`config.mk`:
```
export PLATFORM = sky130hd
export DESIGN_NAME = particle_frame_parser_trimmed_mean_unit
export DESIGN_NICKNAME = d
export VERILOG_FILES = /design/src/hw/rtl/pfp_pkg.sv /design/src/hw/rtl/particle_frame_parser_trimmed_mean_unit.sv /design/src/hw/rtl/pfp_divider.sv
export SDC_FILE = /design/constraint.sdc
export NUM_CORES = 1
export LEC_CHECK = 0
export BUFFER_PORTS_ARGS = -buffer_cell sky130_fd_sc_hd__buf_4
export CAP_MARGIN = 15
export CORE_AREA = 2 2 265 267
export CTS_CLUSTER_SIZE = 30
export DETAILED_ROUTE_END_ITERATION = 10
export DIE_AREA = 0 0 267 269
export MAX_ROUTING_LAYER = met4
export PLACE_DENSITY_LB_ADDON = 0.15
export SYNTH_ARGS = -nofsm -noshare
export SYNTH_HDL_FRONTEND = slang
export SYNTH_HIERARCHICAL = 1
export SYNTH_SLANG_ARGS = --single-unit
```
`constraint.sdc`:
```
create_clock -name clk -period 9.87 [get_ports clk]
set_input_delay 0.987 -clock clk [delete_from_list [all_inputs] [get_ports clk]]
set_output_delay 0.987 -clock clk [all_outputs]
set_load 0.005 [all_outputs]
```
`src/hw/rtl/pfp_pkg.sv`:
```
// pfp_pkg: shared types and constants for the particle frame parser
// no dependencies
`default_nettype none
package pfp_pkg;
	localparam int unsigned MaxFramesDefault = 255;
	localparam int unsigned FracBitsDefault  = 8;
	localparam logic [7:0]  Hdr0       = 8'd66;
	localparam logic [7:0]  Hdr1       = 8'd77;
	localparam logic [15:0] HdrSum     = 16'd143;
	localparam logic [15:0] MinReset   = 16'd20000;
	localparam logic [8:0]  LenDefault = 9'd24;
	localparam logic [8:0]  LenExtra   = 9'd4;
	localparam logic [23:0] SumMax     = 24'hFFFFFF;

	typedef enum logic [1:0] {
		KIND_ACCUM  = 2'd0,
		KIND_OUTWIN = 2'd1,
		KIND_CKERR  = 2'd2,
		KIND_REPORT = 2'd3
	} kind_t;

	localparam logic OP_BYTE    = 1'b0;
	localparam logic OP_COLLECT = 1'b1;

	typedef struct packed {
		logic       opcode;
		logic [7:0] rx_byte;
		logic       in_reading_window;
	} in_item_t;

	typedef struct packed {
		logic [1:0]  kind;
		logic [15:0] pm1_value;
		logic [15:0] pm25_value;
		logic [15:0] pm10_value;
		logic [23:0] pm1_mean;
		logic [23:0] pm25_mean;
		logic [23:0] pm10_mean;
		logic        mean_valid;
	} out_item_t;

	// divider request and answer
	typedef struct packed {
		logic        start;
		logic [39:0] dividend;
		logic [15:0] divisor;
	} div_req_t;

	typedef struct packed {
		logic        done;
		logic [23:0] quotient;
	} div_rsp_t;
endpackage
`default_nettype wire

```
`src/hw/rtl/particle_frame_parser_trimmed_mean_unit.sv`:
```
// particle_frame_parser_trimmed_mean_unit: serial frame parser with trimmed-mean report
// depends on pfp_pkg and pfp_divider
//
// Takes one sensor byte or one collect request at a time. A byte request
// is accepted, then handled in the byte state, where the result register
// loads when the frame ends; frames are parsed for the 0x42 0x4D header,
// length byte, three big-endian pm values and the 16-bit checksum. A valid
// in-window frame is folded into per-channel saturating sums, minimums,
// maximums and a frame count. A collect request reports the three means in
// unsigned Q(24-FRAC_BITS).FRAC_BITS (Q16.8 by default), truncated,
// dropping min and max when more than two frames were counted, then clears
// the accumulators. The three means go one after another through a single
// bit-serial divider of 40 steps. ready is low while a request is in work
// or while a result waits in the output register.
`default_nettype none
module particle_frame_parser_trimmed_mean_unit #(
	parameter int unsigned MAX_FRAMES = pfp_pkg::MaxFramesDefault,
	parameter int unsigned FRAC_BITS  = pfp_pkg::FracBitsDefault
) (
	input  wire               clk,
	input  wire               arst_n,
	input  wire               in_valid,
	output logic              in_ready,
	input  pfp_pkg::in_item_t  in_data,
	output logic              out_valid,
	input  wire               out_ready,
	output pfp_pkg::out_item_t out_data
);
	import pfp_pkg::*;

	localparam int CntW = $clog2(MAX_FRAMES + 1);

	typedef enum logic [2:0] {
		ST_IDLE,
		ST_BYTE,
		ST_TRIM,
		ST_DIV,
		ST_WAIT,
		ST_OUT
	} state_t;

	state_t       state_q;
	in_item_t     req_q;
	logic [8:0]   pos_q;
	logic [8:0]   flen_q;
	logic [15:0]  rsum_q;
	logic [15:0]  esum_q;
	logic [15:0]  fval_q [3];
	logic [23:0]  vsum_q [3];
	logic [15:0]  vmin_q [3];
	logic [15:0]  vmax_q [3];
	logic [CntW-1:0] cnt_q;
	logic [1:0]   ch_q;
	logic [23:0]  tsum_q;
	logic [23:0]  mean_q [3];
	out_item_t    out_q;
	div_req_t     dreq;
	div_rsp_t     drsp;

	// byte-path next values
	logic [8:0]   p;
	logic [7:0]   v;
	logic [8:0]   fl;
	logic [15:0]  rs_n, es_n;
	logic [15:0]  fv_n [3];
	logic         hdr_bad, fend, ok, accum;
	logic [9:0]   p2, p1;

	always_comb begin
		p = pos_q;
		v = req_q.rx_byte;
		rs_n = rsum_q;
		es_n = esum_q;
		fv_n = fval_q;
		fl = flen_q;
		hdr_bad = ((p == 9'd0) && (v != Hdr0)) || ((p == 9'd1) && (v != Hdr1));
		unique case (p)
			9'd2: begin
				rs_n = {8'd0, v};
				es_n = '0;
			end
			9'd3: fl = {1'b0, v} + LenExtra;
			9'd10: fv_n[0] = {v, 8'd0};
			9'd11: fv_n[0] = {fval_q[0][15:8], v};
			9'd12: fv_n[1] = {v, 8'd0};
			9'd13: fv_n[1] = {fval_q[1][15:8], v};
			9'd14: fv_n[2] = {v, 8'd0};
			9'd15: fv_n[2] = {fval_q[2][15:8], v};
			default: ;
		endcase
		p2 = {1'b0, p} + 10'd2;
		p1 = {1'b0, p} + 10'd1;
		if (p >= 9'd4 && p2 == {1'b0, fl}) es_n = {v, 8'd0};
		if (p >= 9'd4 && p1 == {1'b0, fl}) es_n = {es_n[15:8], v};
		if (p > 9'd2 && p2 < {1'b0, fl}) rs_n = rs_n + {8'd0, v};
		fend = !hdr_bad && (p1 == {1'b0, fl});
		ok = es_n == (rs_n + HdrSum);
		accum = ok && req_q.in_reading_window && (cnt_q < CntW'(MAX_FRAMES));
	end

	// trim and divisor for the channel in work
	logic [24:0] trim;
	logic [23:0] tsum_n;
	logic [15:0] dvs;
	logic        many;
	assign many = cnt_q > CntW'(2);
	assign trim = {9'd0, vmin_q[ch_q]} + {9'd0, vmax_q[ch_q]};
	always_comb begin
		tsum_n = vsum_q[ch_q];
		if (many) tsum_n = ({1'b0, vsum_q[ch_q]} > trim) ?
			24'({1'b0, vsum_q[ch_q]} - trim) : 24'd0;
	end
	assign dvs = many ? 16'(cnt_q - CntW'(2)) : 16'(cnt_q);

	assign dreq.start    = (state_q == ST_DIV);
	assign dreq.dividend = 40'({16'd0, tsum_q} << FRAC_BITS);
	assign dreq.divisor  = dvs;

	pfp_divider u_div (
		.clk   (clk),
		.arst_n(arst_n),
		.req   (dreq),
		.rsp   (drsp)
	);

	always_ff @(posedge clk or negedge arst_n) begin
		if (!arst_n) begin
			state_q <= ST_IDLE;
			pos_q   <= '0;
			flen_q  <= LenDefault;
			rsum_q  <= '0;
			esum_q  <= '0;
			cnt_q   <= '0;
			ch_q    <= '0;
			for (int c = 0; c < 3; c++) begin
				fval_q[c] <= '0;
				vsum_q[c] <= '0;
				vmin_q[c] <= MinReset;
				vmax_q[c] <= '0;
			end
		end else begin
			unique case (state_q)
				ST_IDLE: begin
					if (in_valid) begin
						req_q   <= in_data;
						ch_q    <= '0;
						state_q <= (in_data.opcode == OP_COLLECT) ? ST_TRIM : ST_BYTE;
					end
				end
				ST_BYTE: begin
					// one byte of the frame
					state_q <= ST_IDLE;
					if (hdr_bad) begin
						pos_q <= '0;
					end else begin
						flen_q <= fl;
						if (!fend) begin
							pos_q  <= p1[8:0];
							rsum_q <= rs_n;
							esum_q <= es_n;
							fval_q <= fv_n;
						end else begin
							out_q.pm1_value  <= fv_n[0];
							out_q.pm25_value <= fv_n[1];
							out_q.pm10_value <= fv_n[2];
							out_q.pm1_mean   <= '0;
							out_q.pm25_mean  <= '0;
							out_q.pm10_mean  <= '0;
							out_q.mean_valid <= 1'b0;
							if (!ok) out_q.kind <= KIND_CKERR;
							else if (accum) out_q.kind <= KIND_ACCUM;
							else out_q.kind <= KIND_OUTWIN;
							if (accum) begin
								for (int c = 0; c < 3; c++) begin
									vsum_q[c] <= ({1'b0, vsum_q[c]} + {9'd0, fv_n[c]} > {1'b0, SumMax}) ?
										SumMax : vsum_q[c] + {8'd0, fv_n[c]};
									if (fv_n[c] < vmin_q[c]) vmin_q[c] <= fv_n[c];
									if (fv_n[c] > vmax_q[c]) vmax_q[c] <= fv_n[c];
								end
								cnt_q <= cnt_q + CntW'(1);
							end
							pos_q  <= '0;
							rsum_q <= '0;
							esum_q <= '0;
							for (int c = 0; c < 3; c++) fval_q[c] <= '0;
							state_q <= ST_OUT;
						end
					end
				end
				ST_TRIM: begin
					tsum_q <= tsum_n;
					if (cnt_q == '0) begin
						mean_q[ch_q] <= '0;
						if (ch_q == 2'd2) state_q <= ST_OUT;
						ch_q <= ch_q + 2'd1;
					end else begin
						state_q <= ST_DIV;
					end
					if (ch_q == 2'd2 && cnt_q == '0) begin
						out_q.kind       <= KIND_REPORT;
						out_q.pm1_value  <= '0;
						out_q.pm25_value <= '0;
						out_q.pm10_value <= '0;
						out_q.pm1_mean   <= '0;
						out_q.pm25_mean  <= '0;
						out_q.pm10_mean  <= '0;
						out_q.mean_valid <= 1'b0;
						for (int c = 0; c < 3; c++) begin
							vsum_q[c] <= '0;
							vmin_q[c] <= MinReset;
							vmax_q[c] <= '0;
						end
					end
				end
				ST_DIV: state_q <= ST_WAIT;
				ST_WAIT: begin
					if (drsp.done) begin
						mean_q[ch_q] <= drsp.quotient;
						ch_q <= ch_q + 2'd1;
						if (ch_q == 2'd2) begin
							out_q.kind       <= KIND_REPORT;
							out_q.pm1_value  <= '0;
							out_q.pm25_value <= '0;
							out_q.pm10_value <= '0;
							out_q.pm1_mean   <= mean_q[0];
							out_q.pm25_mean  <= mean_q[1];
							out_q.pm10_mean  <= drsp.quotient;
							out_q.mean_valid <= 1'b1;
							for (int c = 0; c < 3; c++) begin
								vsum_q[c] <= '0;
								vmin_q[c] <= MinReset;
								vmax_q[c] <= '0;
							end
							cnt_q   <= '0;
							state_q <= ST_OUT;
						end else begin
							state_q <= ST_TRIM;
						end
					end
				end
				ST_OUT: if (out_ready) state_q <= ST_IDLE;
				default: state_q <= ST_IDLE;
			endcase
		end
	end

	assign in_ready  = (state_q == ST_IDLE);
	assign out_valid = (state_q == ST_OUT);
	assign out_data  = out_q;

	// a report only follows a collect request
	a_report_kind: assert property (@(posedge clk) disable iff (!arst_n)
		(out_valid && out_data.kind == KIND_REPORT) |-> req_q.opcode == OP_COLLECT)
		else $error("report without collect");
	a_count_cap: assert property (@(posedge clk) disable iff (!arst_n)
		cnt_q <= CntW'(MAX_FRAMES)) else $error("frame count past cap");
	a_cleared_after_report: assert property (@(posedge clk) disable iff (!arst_n)
		(out_valid && out_data.kind == KIND_REPORT) |-> cnt_q == '0)
		else $error("accumulators kept after report");
	a_pos_in_frame: assert property (@(posedge clk) disable iff (!arst_n)
		{1'b0, pos_q} < {1'b0, flen_q} || pos_q == '0)
		else $error("byte position past frame length");
endmodule
`default_nettype wire

```
`src/hw/rtl/pfp_divider.sv`:
```
// pfp_divider: restoring divider, one quotient bit per cycle, saturating to 24 bits
// depends on pfp_pkg
`default_nettype none
module pfp_divider (
	input  wire              clk,
	input  wire              arst_n,
	input  pfp_pkg::div_req_t req,
	output pfp_pkg::div_rsp_t rsp
);
	import pfp_pkg::*;

	logic        busy_q;
	logic [5:0]  cnt_q;
	logic [39:0] quo_q;
	logic [16:0] rem_q;
	logic [15:0] dvs_q;
	logic        done_q;
	logic [16:0] trial;
	logic [17:0] diff;

	assign trial = {rem_q[15:0], quo_q[39]};
	assign diff  = {1'b0, trial} - {2'b00, dvs_q};

	always_ff @(posedge clk or negedge arst_n) begin
		if (!arst_n) begin
			busy_q <= 1'b0;
			done_q <= 1'b0;
			cnt_q  <= '0;
		end else begin
			done_q <= 1'b0;
			if (req.start) begin
				busy_q <= 1'b1;
				cnt_q  <= 6'd40;
				quo_q  <= req.dividend;
				rem_q  <= '0;
				dvs_q  <= req.divisor;
			end else if (busy_q) begin
				if (!diff[17]) begin
					rem_q <= diff[16:0];
					quo_q <= {quo_q[38:0], 1'b1};
				end else begin
					rem_q <= trial;
					quo_q <= {quo_q[38:0], 1'b0};
				end
				cnt_q <= cnt_q - 6'd1;
				if (cnt_q == 6'd1) begin
					busy_q <= 1'b0;
					done_q <= 1'b1;
				end
			end
		end
	end

	assign rsp.done     = done_q;
	assign rsp.quotient = (|quo_q[39:24]) ? SumMax : quo_q[23:0];

	a_done_after_busy: assert property (@(posedge clk) disable iff (!arst_n)
		done_q |-> $past(busy_q)) else $error("divider done without work");
	a_no_start_busy: assert property (@(posedge clk) disable iff (!arst_n)
		busy_q |-> !done_q) else $error("divider done while busy");
	a_count_range: assert property (@(posedge clk) disable iff (!arst_n)
		busy_q |-> cnt_q != 6'd0) else $error("divider count ran out");
endmodule
`default_nettype wire
```
### Yosys cells after proc, flatten, opt, wreduce, memory -nomap -nowiden

Memories as Yosys holds them, arrays and structs flattened.
Index checks and enable logic that the tools add are counted.
W data, S select, Z words.

| operators by class | value |
|---|---|
| divide/modulo/power cells | 0 |
| muxes and demuxes | 105 |
| multiply operators | 0 |
| $add $sub $neg | 18 |
| reductions and logical operators | 37 |
| equality and inequality tests | 37 |
| bitwise logic cells | 3 |
| $lt $le $gt $ge | 16 |
| shift-type cells | 0 |

Operator list:

| kind | number |
|---|---|
| $mux W48 | 13 |
| $mux W123 | 5 |
| $mux W72 | 6 |
| $pmux W123 S3 | 1 |
| $pmux W48 S3 | 2 |
| $mux W16 | 16 |
| $mux W24 | 9 |
| $pmux W72 S3 | 1 |
| $pmux W16 S2 | 3 |
| $add A24 B16 Y25 | 3 |
| $gt A25 B24 Y1 const B | 3 |
| $add A24 B16 Y24 | 3 |
| $bmux W16 S2 | 2 |
| $mux W8 | 7 |
| $eq A9 B4 Y1 const B | 6 |
| $bmux W24 S2 | 1 |
| $gt A16 B16 Y1 | 3 |
| $lt A16 B16 Y1 | 3 |
| $reduce_and A8 Y1 | 6 |
| $mux W40 | 1 |
| $mux W17 | 2 |
| $mux W32 | 1 |
| $mux W9 | 3 |
| $ne A2 B2 Y1 const B | 13 |
| 55 further kinds | 103 |

| storage, ports and cells | value |
|---|---|
| memories kept | 1 |
| bits in registers | 509 |
| ROM bits | 0 |
| output and inout port bits | 125 |
| logic and storage cells | 255 |
| memory bits (writable) | 72 |
| bits in latches | 0 |
| bits of input ports | 14 |

Memories:

| name | depth | bits a word | rd ports | clocked after Yosys merged registers in | wr ports | RTL line | source |
|---|---|---|---|---|---|---|---|
| mean_q | 3 | 24 | 2 | 0 | 1 | particle_frame_parser_trimmed_mean_unit.sv:55 | `logic [23:0] mean_q [3];` |

### Depth between registers and ports, before layout

Gate-level depths: netlist of run 1.

| logic depth | value |
|---|---|
| depth in word-level cells | 14 |
| gate-level depth with buffers | 32 |
| depth with buffers taken out | 28 |

### By module

The synthesis of run 1 kept the hierarchy.

By module, submodules not included:

| module | sequential area each (sq um) | cells an instance | area each (sq um) | instances |
|---|---|---|---|---|
| particle_frame_parser_trimmed_mean_unit | 13128.8 | 3093 | 29701.0 | 1 |
| pfp_divider | 2362.3 | 398 | 4611.9 | 1 |

### Least setup slack after synthesis of run 1

No wires, ideal clock.

| path | value |
|---|---|
| kind | register -> register |
| from | reg pos_q[3] (netlist: p[3]) |
| to | reg out_q (netlist bit out_data[0]) (enable) |
| period minus slack after synthesis | 7.575 ns |
| data required time | 9.374 ns |
| buffers on the path | 5 |
| library setup time | 0.496 ns |
| cell stages (with the launch flop) | 18 |
| arrival | 7.079 ns |
| setup slack | 2.295 ns |
| cells stage by stage | dfrtp_1 > clkbuf_1 > nor3_1 > nand4_1 > mux2_2 > ha_1 > a221o_1 > a21oi_1 > nand4bb_1 > clkbuf_1 > or2_2 > clkbuf_1 > o21ai_0 > o21ai_0 > nor2_1 > clkbuf_1 > clkbuf_1 > and2_1 |

| on the way | value |
|---|---|
| elaborated cells between the ends (all ways) | 14 |
| those cells by class | add/sub: 1; eq/ne: 5; mux: 1; reduce/logical: 7 |

RTL lines:

| what | RTL line | source |
|---|---|---|
| from (decl) | particle_frame_parser_trimmed_mean_unit.sv:44 | `logic [8:0] pos_q;` |
| from (signal assigned) | particle_frame_parser_trimmed_mean_unit.sv:158 | `pos_q <= p1[8:0];` |
| $eq A9 B2 Y1 | particle_frame_parser_trimmed_mean_unit.sv:77 | `unique case (p)` |
| $mux W9 | particle_frame_parser_trimmed_mean_unit.sv:77 |  |
| via fl[0] | particle_frame_parser_trimmed_mean_unit.sv:63 | `logic [8:0] fl;` |
| $eq A10 B9 Y1 | particle_frame_parser_trimmed_mean_unit.sv:96 | `fend = !hdr_bad && (p1 == {1'b0, fl});` |
| $logic_and A1 B1 Y1 | particle_frame_parser_trimmed_mean_unit.sv:96 |  |
| $ne A2 B2 Y1 (no line) | - |  |
| $reduce_and A7 Y1 (no line) | - |  |
| to (decl) | particle_frame_parser_trimmed_mean_unit.sv:56 | `out_item_t out_q;` |

The timed path passes the listed nets, and every way through them passes these cells.
A chain may end at the register's enable or synchronous reset.

### Worst setup path after layout of run 1

| path | value |
|---|---|
| from | reg pos_q[0] (netlist: p[0]) |
| to | reg vmin_q[16] (netlist bit) |

| on the way | value |
|---|---|
| cells in the longest elaborated chain, start to end | 11 |
| elaborated cells between the ends (all ways) | 44 |
| those cells by class | add/sub: 4; order compare: 4; eq/ne: 12; mux: 12; reduce/logical: 12 |

Ends and longest elaborated chain:

| what | RTL line | source |
|---|---|---|
| branches (longest 11 deep; another with $add A16 B8 Y16) | - |  |
| to (signal, indexed assignment) | particle_frame_parser_trimmed_mean_unit.sv:138 | `vmin_q[c] <= MinReset;` |
| to (signal, indexed assignment) | particle_frame_parser_trimmed_mean_unit.sv:210 | `vmin_q[c] <= MinReset;` |
| to (signal, indexed assignment) | particle_frame_parser_trimmed_mean_unit.sv:231 | `vmin_q[c] <= MinReset;` |
| to (decl) | particle_frame_parser_trimmed_mean_unit.sv:50 | `logic [15:0] vmin_q [3];` |

Several ways; the timed one is not identified. The select of a mux whose other input is x is not followed.

==> results of run 1 <==
[Yosys cell counts, drive strengths merged (24+ instances only)]
library cell,number
edfxtp,276
a31oi,52
a21o,59
xor2,44
inv,233
ha,226
nand2,311
o31ai,70
a22oi,55
nand4,37
nand2b,40
dfrtp,270
or2,40
mux2i,79
nand3,106
xnor2,89
nor2,207
mux2,99
clkbuf,144
and3,124
nor3,45
buf,46
and2,35
o21ai,306
nor2b,29
a211oi,24
a21oi,168
[registers in the layout, summed over array words and instances, names as in the netlist, 16 cells and up]
| name | cells |
|---|---|
| vsum_q | 72 |
| tsum_q | 24 |
| u_div/dvs_q | 16 |
| u_div/rem_q | 16 |
| vmin_q | 48 |
| mean_q | 48 |
| esum_q | 16 |
| out_data | 123 |
| u_div/quo_q | 40 |
| rsum_q | 16 |
| fval_q | 48 |
| vmax_q | 48 |
[layer usage]
| metal | track usage (%) | routed length [um] | share of wire (%) | up-vias |
|---|---|---|---|---|
| met3 | 3.434 | 5749 | 5.5 | 220 |
| met5 | - | 0 | 0 | - |
| li1 | - | - | - | 12850 |
| met1 | 39.68 | 45850 | 44 | 13390 |
| met2 | 46.02 | 47210 | 46 | 948 |
| met4 | 12.92 | 4890 | 4.7 | 0 |
[path summary, 6_finish.rpt]
| kind | startpoint | end | slack (ps) | depth (start not counted) |
|---|---|---|---|---|
| worst max-delay path | p[0]$_DFFE_PN0N_ | vmin_q[16]$_DFFE_PN0P_ | 1480 | 24 |
| worst min-delay path | arst_n | esum_q[9]$_DFFE_PN0P_ | 340 | 1 |
| worst max register to register | p[0]$_DFFE_PN0N_ | vmin_q[16]$_DFFE_PN0P_ | 1480 | 24 |
| worst min register to register | fval_q[33]$_DFFE_PN0P_ | fval_q[33]$_DFFE_PN0P_ | 470 | 2 |
| max in group asynchronous | arst_n | fval_q[20]$_DFFE_PN0P_ | 7690 | 3 |
| min in group clk | fval_q[33]$_DFFE_PN0P_ | fval_q[33]$_DFFE_PN0P_ | 470 | 2 |
[cell type report]
| type | count | area [um2] |
|---|---|---|
| timing repair buffer | 195 | 1500 |
| clock buffer | 94 | 1849 |
| inverter | 233 | 874.6 |
| antenna | 1 | 2.502 |
| fill | 6038 | 30720 |
| clock inverter | 30 | 405.4 |
| tap | 940 | 1176 |
| sequential | 563 | 15500 |
| multi-input combinational | 2520 | 17270 |
[where the power goes]
group | internal, mW | total [mW] | switching [mW]
clock network | 1.49 | 2.53 | 1.04
registers | 2.84 | 3.03 | 0.193
logic | 0.762 | 2.27 | 1.50
total | 5.09 | 7.83 | 2.74
[worst register-to-register path, cell delays in order, from the launching register on]
cell       delay [ps]
dfrtp_1           480
ha_1              390
nor3b_1           460
and3_1            400
mux2i_1           370
ha_1              190
and3_1            200
o211ai_1          110
a211o_2           300
a21oi_2           300
or3_1             630
mux2i_1           410
ha_1              290
nand2_1           100
o2111ai_1         260
o21ai_0           150
mux2_2            340
a21o_1            160
mux2i_1           130
a21oi_1           100
o21ai_1           390
nand4_4           330
o31ai_4           740
and2_1            680
mux2_1            390
[metrics by stage]
step / area [um2] / utilization [%] / worst slack [ps] / hold WS, ps
2_1_floorplan: 34370 / - / 2296 / 440.1
3_3_place_gp: 36290 / 52.37 / 1740 / 457.5
3_5_place_dp: 36290 / 52.37 / 1603 / 465.5
4_1_cts: 38540 / 55.62 / 1589 / 329.7
5_1_grt: 38580 / 55.67 / 921.5 / 353.4
6_report: 38580 / 55.67 / 1481 / 341.8
[cells by family (layout without fill, tap and decap cells)]
group / count (synthesis) / count (layout) / share of synthesized area (%)
simple gates: 1057 / 1057 / 15.36
compound gates: 900 / 900 / 16.80
mux: 178 / 178 / 5.554
xor+xnor: 136 / 136 / 3.599
other cells: 1 / 17 / 0.01093
buf+inv: 423 / 552 / 4.890
flops: 563 / 563 / 45.15
fa+ha+maj: 233 / 233 / 8.649
==> metrics.txt, run 1 <==
Final min period=8389 ps; post-synth cell types=99; kind of cell adding the most delay to the critical path=simple AND/OR/NAND/NOR gates; Critical Setup Path Class=flop to flop; Total GRT Usage=29.74%; DRT iter0 DRCs=approximately 2.8k; vias in the first global route=26.43k; DRC errors left=0; core area=0.06930 mm2; Num Clock Sinks=~560; critical path fanouts, max=18; initial core utilization=between 40% and 50%; GPL Wtd Cong=0.9499; Seq/Total Area, Yosys=45.15%; Final Setup Violations=0; synth warn=6; clk_skew=between 30 and 40 ps; Yosys top cell area share=24.15%; Syn Inst Count=~3.5k; commonest non-fill, non-tap cell in the layout=nand2_1; CTS Buffer Depth=3; CTS tree=built; Setup TNS=0 ps; critical-path cell list=ha_1, nor3b_1, and3_1, mux2i_1, ha_1, and3_1, o211ai_1, a211o_2, a21oi_2, or3_1, mux2i_1, ha_1, nand2_1, o2111ai_1, o21ai_0, mux2_2, a21o_1, mux2i_1, a21oi_1, o21ai_1, nand4_4, o31ai_4, and2_1, mux2_1; Layout area overhead=12.43%; layout cells sized above 1=roughly 13%; outcome=finished, final reports clean; root buf cell=clkbuf_16; total power=7.832 mW; drt wl/cell=22.66 um; largest net degree at the start of global routing=162; Slew @ Worst Pin=1156 ps; Via-to-Cell Ratio=5.988; Avg Inst Size Synth=9.829 um2; antenna violations before repair=3; total CTS buffers=between 60 and 70; hold_buf cts=0; Arrival @ worst endpoint=slightly below 9000 ps; Die W=267 um; Leakage=16.90 nW; final wirelength=103700 um; Synth Flop Type=edfxtp_1; #FFs+latches synth=563; Post-DP HPWL=75260 um; die area=0.07182 mm2; HP Class=input port to asynchronous set/reset pin; worst skew pair latency=620 ps; Nets=3827; PortBufs=138; TritonRoute pass-1 iters=6; # H-tree levels=3; RSZ-0062 raised after global routing=false; Antenna Violating Nets Remaining=0; Synth area leaders=edfxtp_1 (24%), dfrtp_1 (20%), ha_1 (8.2%), o21ai_0 (3.9%), nand2_1 (3.4%); CP peak stage delay=approximately 730 ps; Final Non-Filler Cells=4576; max-slew violations=0; global-route wire length before repair=159000 um; CP required=10370 ps; Worst Path Buf+Inv=0; count of final hold-check violations=0; post-CTS setup buffer count=0; # IOs=139; type of origin of the critical path=flop; commonest cells after routing, fill and taps aside=nand2_1 (311), edfxtp_1 (276), o21ai_0 (270); Site Rows=97; number of synthesized flops with an enable pin=roughly 280; peak supply drop=~0.00013 V; crit end category=flop; maxcap violations=0; clock-pin slew on the worst setup and hold paths=60 ps; Post-synth ARST share=50.98%; CTS-repair resized insts=0; synthesized area=approximately 0.034 mm2; Worst path slowest cell=o31ai_4; period utilisation layout=84.99%; Pwr Density=203.0 mW/mm2; Slew HR=21.89%; leading area contributor after synthesis=edfxtp_1; gr ovfl total=0; Cells after DPL=4449; Fmax=119.2 MHz; DR vias=roughly 27k; Die Ht=269 um
Note: power is estimated with default switching activity, not from simulation.
==> run 2, diff against run 1 <==
==> constraint.sdc (replaced) <==
create_clock -name clk -period 8.19 [get_ports clk]
set_input_delay 0.819 -clock clk [delete_from_list [all_inputs] [get_ports clk]]
set_output_delay 0.819 -clock clk [all_outputs]
set_load 0.005 [all_outputs]
==> metrics.txt, run 2 (synthesized netlist as in run 1, its figures left out) <==
Final Setup Violations=0 (unchanged); total CTS buffers=61 (-9.0%); count of final hold-check violations=0 (unchanged); vias in the first global route=26.77k (+1.3%); CTS Buffer Depth=3 (unchanged); DRT iter0 DRCs=2495 (-11%); type of origin of the critical path=flop; Critical Setup Path Class=flop to flop; period utilisation layout=92.45% (+7.5 points); CTS tree=built; Fmax=132.1 MHz (+11%); critical path fanouts, max=46 (+28); Die W=267 um (unchanged); filler instances=6030 (-0.13%); global-route wire length before repair=160400 um (+0.92%); worst r2r src=p[2]$_DFFE_PN0N_; hold_buf cts=0 (unchanged); max-slew violations=0 (unchanged); CP peak stage delay=560 ps (-170 ps); Slew HR=25.76% (+3.9 points); Arrival @ worst endpoint=8110 ps (-780 ps); clock-pin slew on the worst setup and hold paths=60 ps (about the same); Setup crit end=vmax_q[15]$_DFFE_PN0P_; peak supply drop=0.0001813 V (+38%); antenna violations before repair=1 (-2); Final min period=7572 ps (-817.3 ps); DR vias=27.51k (+0.41%); Setup TNS=0 ps (unchanged); Post-DP HPWL=76880 um (+2.1%); CTS-repair resized insts=0 (unchanged); Via-to-Cell Ratio=6.002 (+0.23%); # IOs=139 (unchanged); sequential cell area=0.01550 mm2 (unchanged); post-CTS setup buffer count=0 (unchanged); largest net degree at the start of global routing=145 (-10%); critical-path cell list=inv_1, ha_1, nor2b_1, nand3_1, mux2i_1, inv_1, ha_1, o21ai_0, o21ai_0, a31oi_1, or3b_2, nor4_1, xor2_1, a21oi_1, nor3b_1, a22oi_1, o21ai_1, nand3_2, a21o_4, nor2_8, mux2_2; CP required=8730 ps (-1640 ps); maxcap violations=0 (unchanged); Pwr Density=244.2 mW/mm2 (+20%); Nets=3837 (+0.26%); Worst Setup SP=p[2]$_DFFE_PN0N_; commonest cells after routing, fill and taps aside=nand2_1 (311), edfxtp_1 (276), o21ai_0 (270); Slew @ Worst Pin=1111 ps (-44.56 ps); crit end category=flop; final wirelength=105200 um (+1.4%); clk_skew=41.94 ps (+8.653 ps); Leakage=16.92 nW (+0.15%); PortBufs=138 (unchanged); Worst path slowest cell=or3b_2; gr ovfl total=0 (unchanged); Worst R2R Path Depth=21 (-13%); TritonRoute pass-1 iters=6 (unchanged); DRC errors left=0 (unchanged); # H-tree levels=2 (-1); Total GRT Usage=30.00% (+0.26 points); Layout area overhead=12.54%; Site Rows=97 (unchanged); RSZ-0062 raised after global routing=false; Num Clock Sinks=563 (unchanged); Largest register FFs=123 (unchanged); core area=0.06930 mm2 (unchanged); layout cells sized above 1=12.96% (+0.25 points); root buf cell=clkbuf_16; Antenna Violating Nets Remaining=0 (unchanged); reg2reg setup slack=620 ps (-860 ps); commonest non-fill, non-tap cell in the layout=nand2_1; worst skew pair latency=660 ps (+40 ps); initial core utilization=49.51% (unchanged); DP Area=0.03644 mm2 (+0.41%); drt wl/cell=22.94 um (+1.2%); outcome=finished, final reports clean; Multi-input gate area=0.01729 mm2 (about the same); GPL Wtd Cong=0.9635 (+1.4%); die area=0.07182 mm2 (unchanged); Die Ht=269 um (unchanged); post-layout util=55.72% (+0.056 points); reg-to-reg endpoint=vmax_q[15]$_DFFE_PN0P_; post-route cell area=0.03862 mm2 (+0.10%); HP Class=input port to asynchronous set/reset pin; hold_ws=74.20 ps (-267.6 ps)
-- run 2: cell types whose count changed in the layout (fill, tap and decap cells not counted), sizes merged --
cell      previous run  this run
clkbuf              94        77
buf                195       211
clkinvlp             2         3
clkinv              18        23
inv                237       233
bufinv               6        13
-- run 2: cell type report --
class                   count  share of cell area, %
repair buffers            211                  4.186
clock inverters            39                  1.500
well taps                 940                  3.046
diodes                      1               0.006480
flip-flops and latches    563                  40.13
inverters                 233                  2.265
clock buffers              77                  4.108
multi-input cells        2520                  44.76
-- run 2: worst min path at each step --
| stage | from | to | slack (ps) |
|---|---|---|---|
| final | arst_n | rsum_q[5]$_DFFE_PN0P_ | 70 |
| after global routing | arst_n | rsum_q[5]$_DFFE_PN0P_ | 90 |
| after CTS | arst_n | rsum_q[5]$_DFFE_PN0P_ | 80 |
| after detailed placement | fval_q[31]$_DFFE_PN0P_ | fval_q[31]$_DFFE_PN0P_ | 470 |
| after global placement | esum_q[9]$_DFFE_PN0P_ | esum_q[9]$_DFFE_PN0P_ | 460 |
| after floorplan | flen_q[0]$_DFFE_PN0P_ | flen_q[0]$_DFFE_PN0P_ | 440 |
-- run 2: stage by stage --
step | setup WS (ps) | power (mW) | instances
2_1_floorplan | 615.5 | 5.521 | 3506
3_3_place_gp | 659.7 | 6.382 | 4467
3_5_place_dp | 534.2 | 6.434 | 4467
4_1_cts | 535.7 | 9.448 | 4583
5_1_grt | 36.80 | 9.854 | 4583
6_report | 618.5 | 9.430 | 4584
-- run 2: layer usage --
| layer | GRT usage (%) | vias up | wire [um] |
|---|---|---|---|
| met5 | - | - | 0 |
| met4 | 14.35 | 0 | 5685 |
| met2 | 46.88 | 911 | 48210 |
| li1 | - | 12860 | - |
| met1 | 39.15 | 13490 | 45790 |
| met3 | 3.425 | 253 | 5484 |
-- run 2: worst max-delay path: cells and delay by family (launching register included) --
| kind | cells | cell delay (ps) |
|---|---|---|
| buf+inv | 2 | 320 |
| compound gates | 7 | 2030 |
| fa+ha+maj | 2 | 540 |
| flops | 1 | 490 |
| xor+xnor | 1 | 420 |
| mux | 2 | 820 |
| simple gates | 7 | 2780 |
-- run 2: report_power, final --
| group | total [mW] | internal [mW] | leakage, nW | switching, mW |
|---|---|---|---|---|
| clock | 3.01 | 1.79 | 1.04 | 1.22 |
| sequential | 3.65 | 3.42 | 6.47 | 0.233 |
| combinational | 2.77 | 0.935 | 9.41 | 1.83 |
| total | 9.43 | 6.14 | 16.9 | 3.29 |
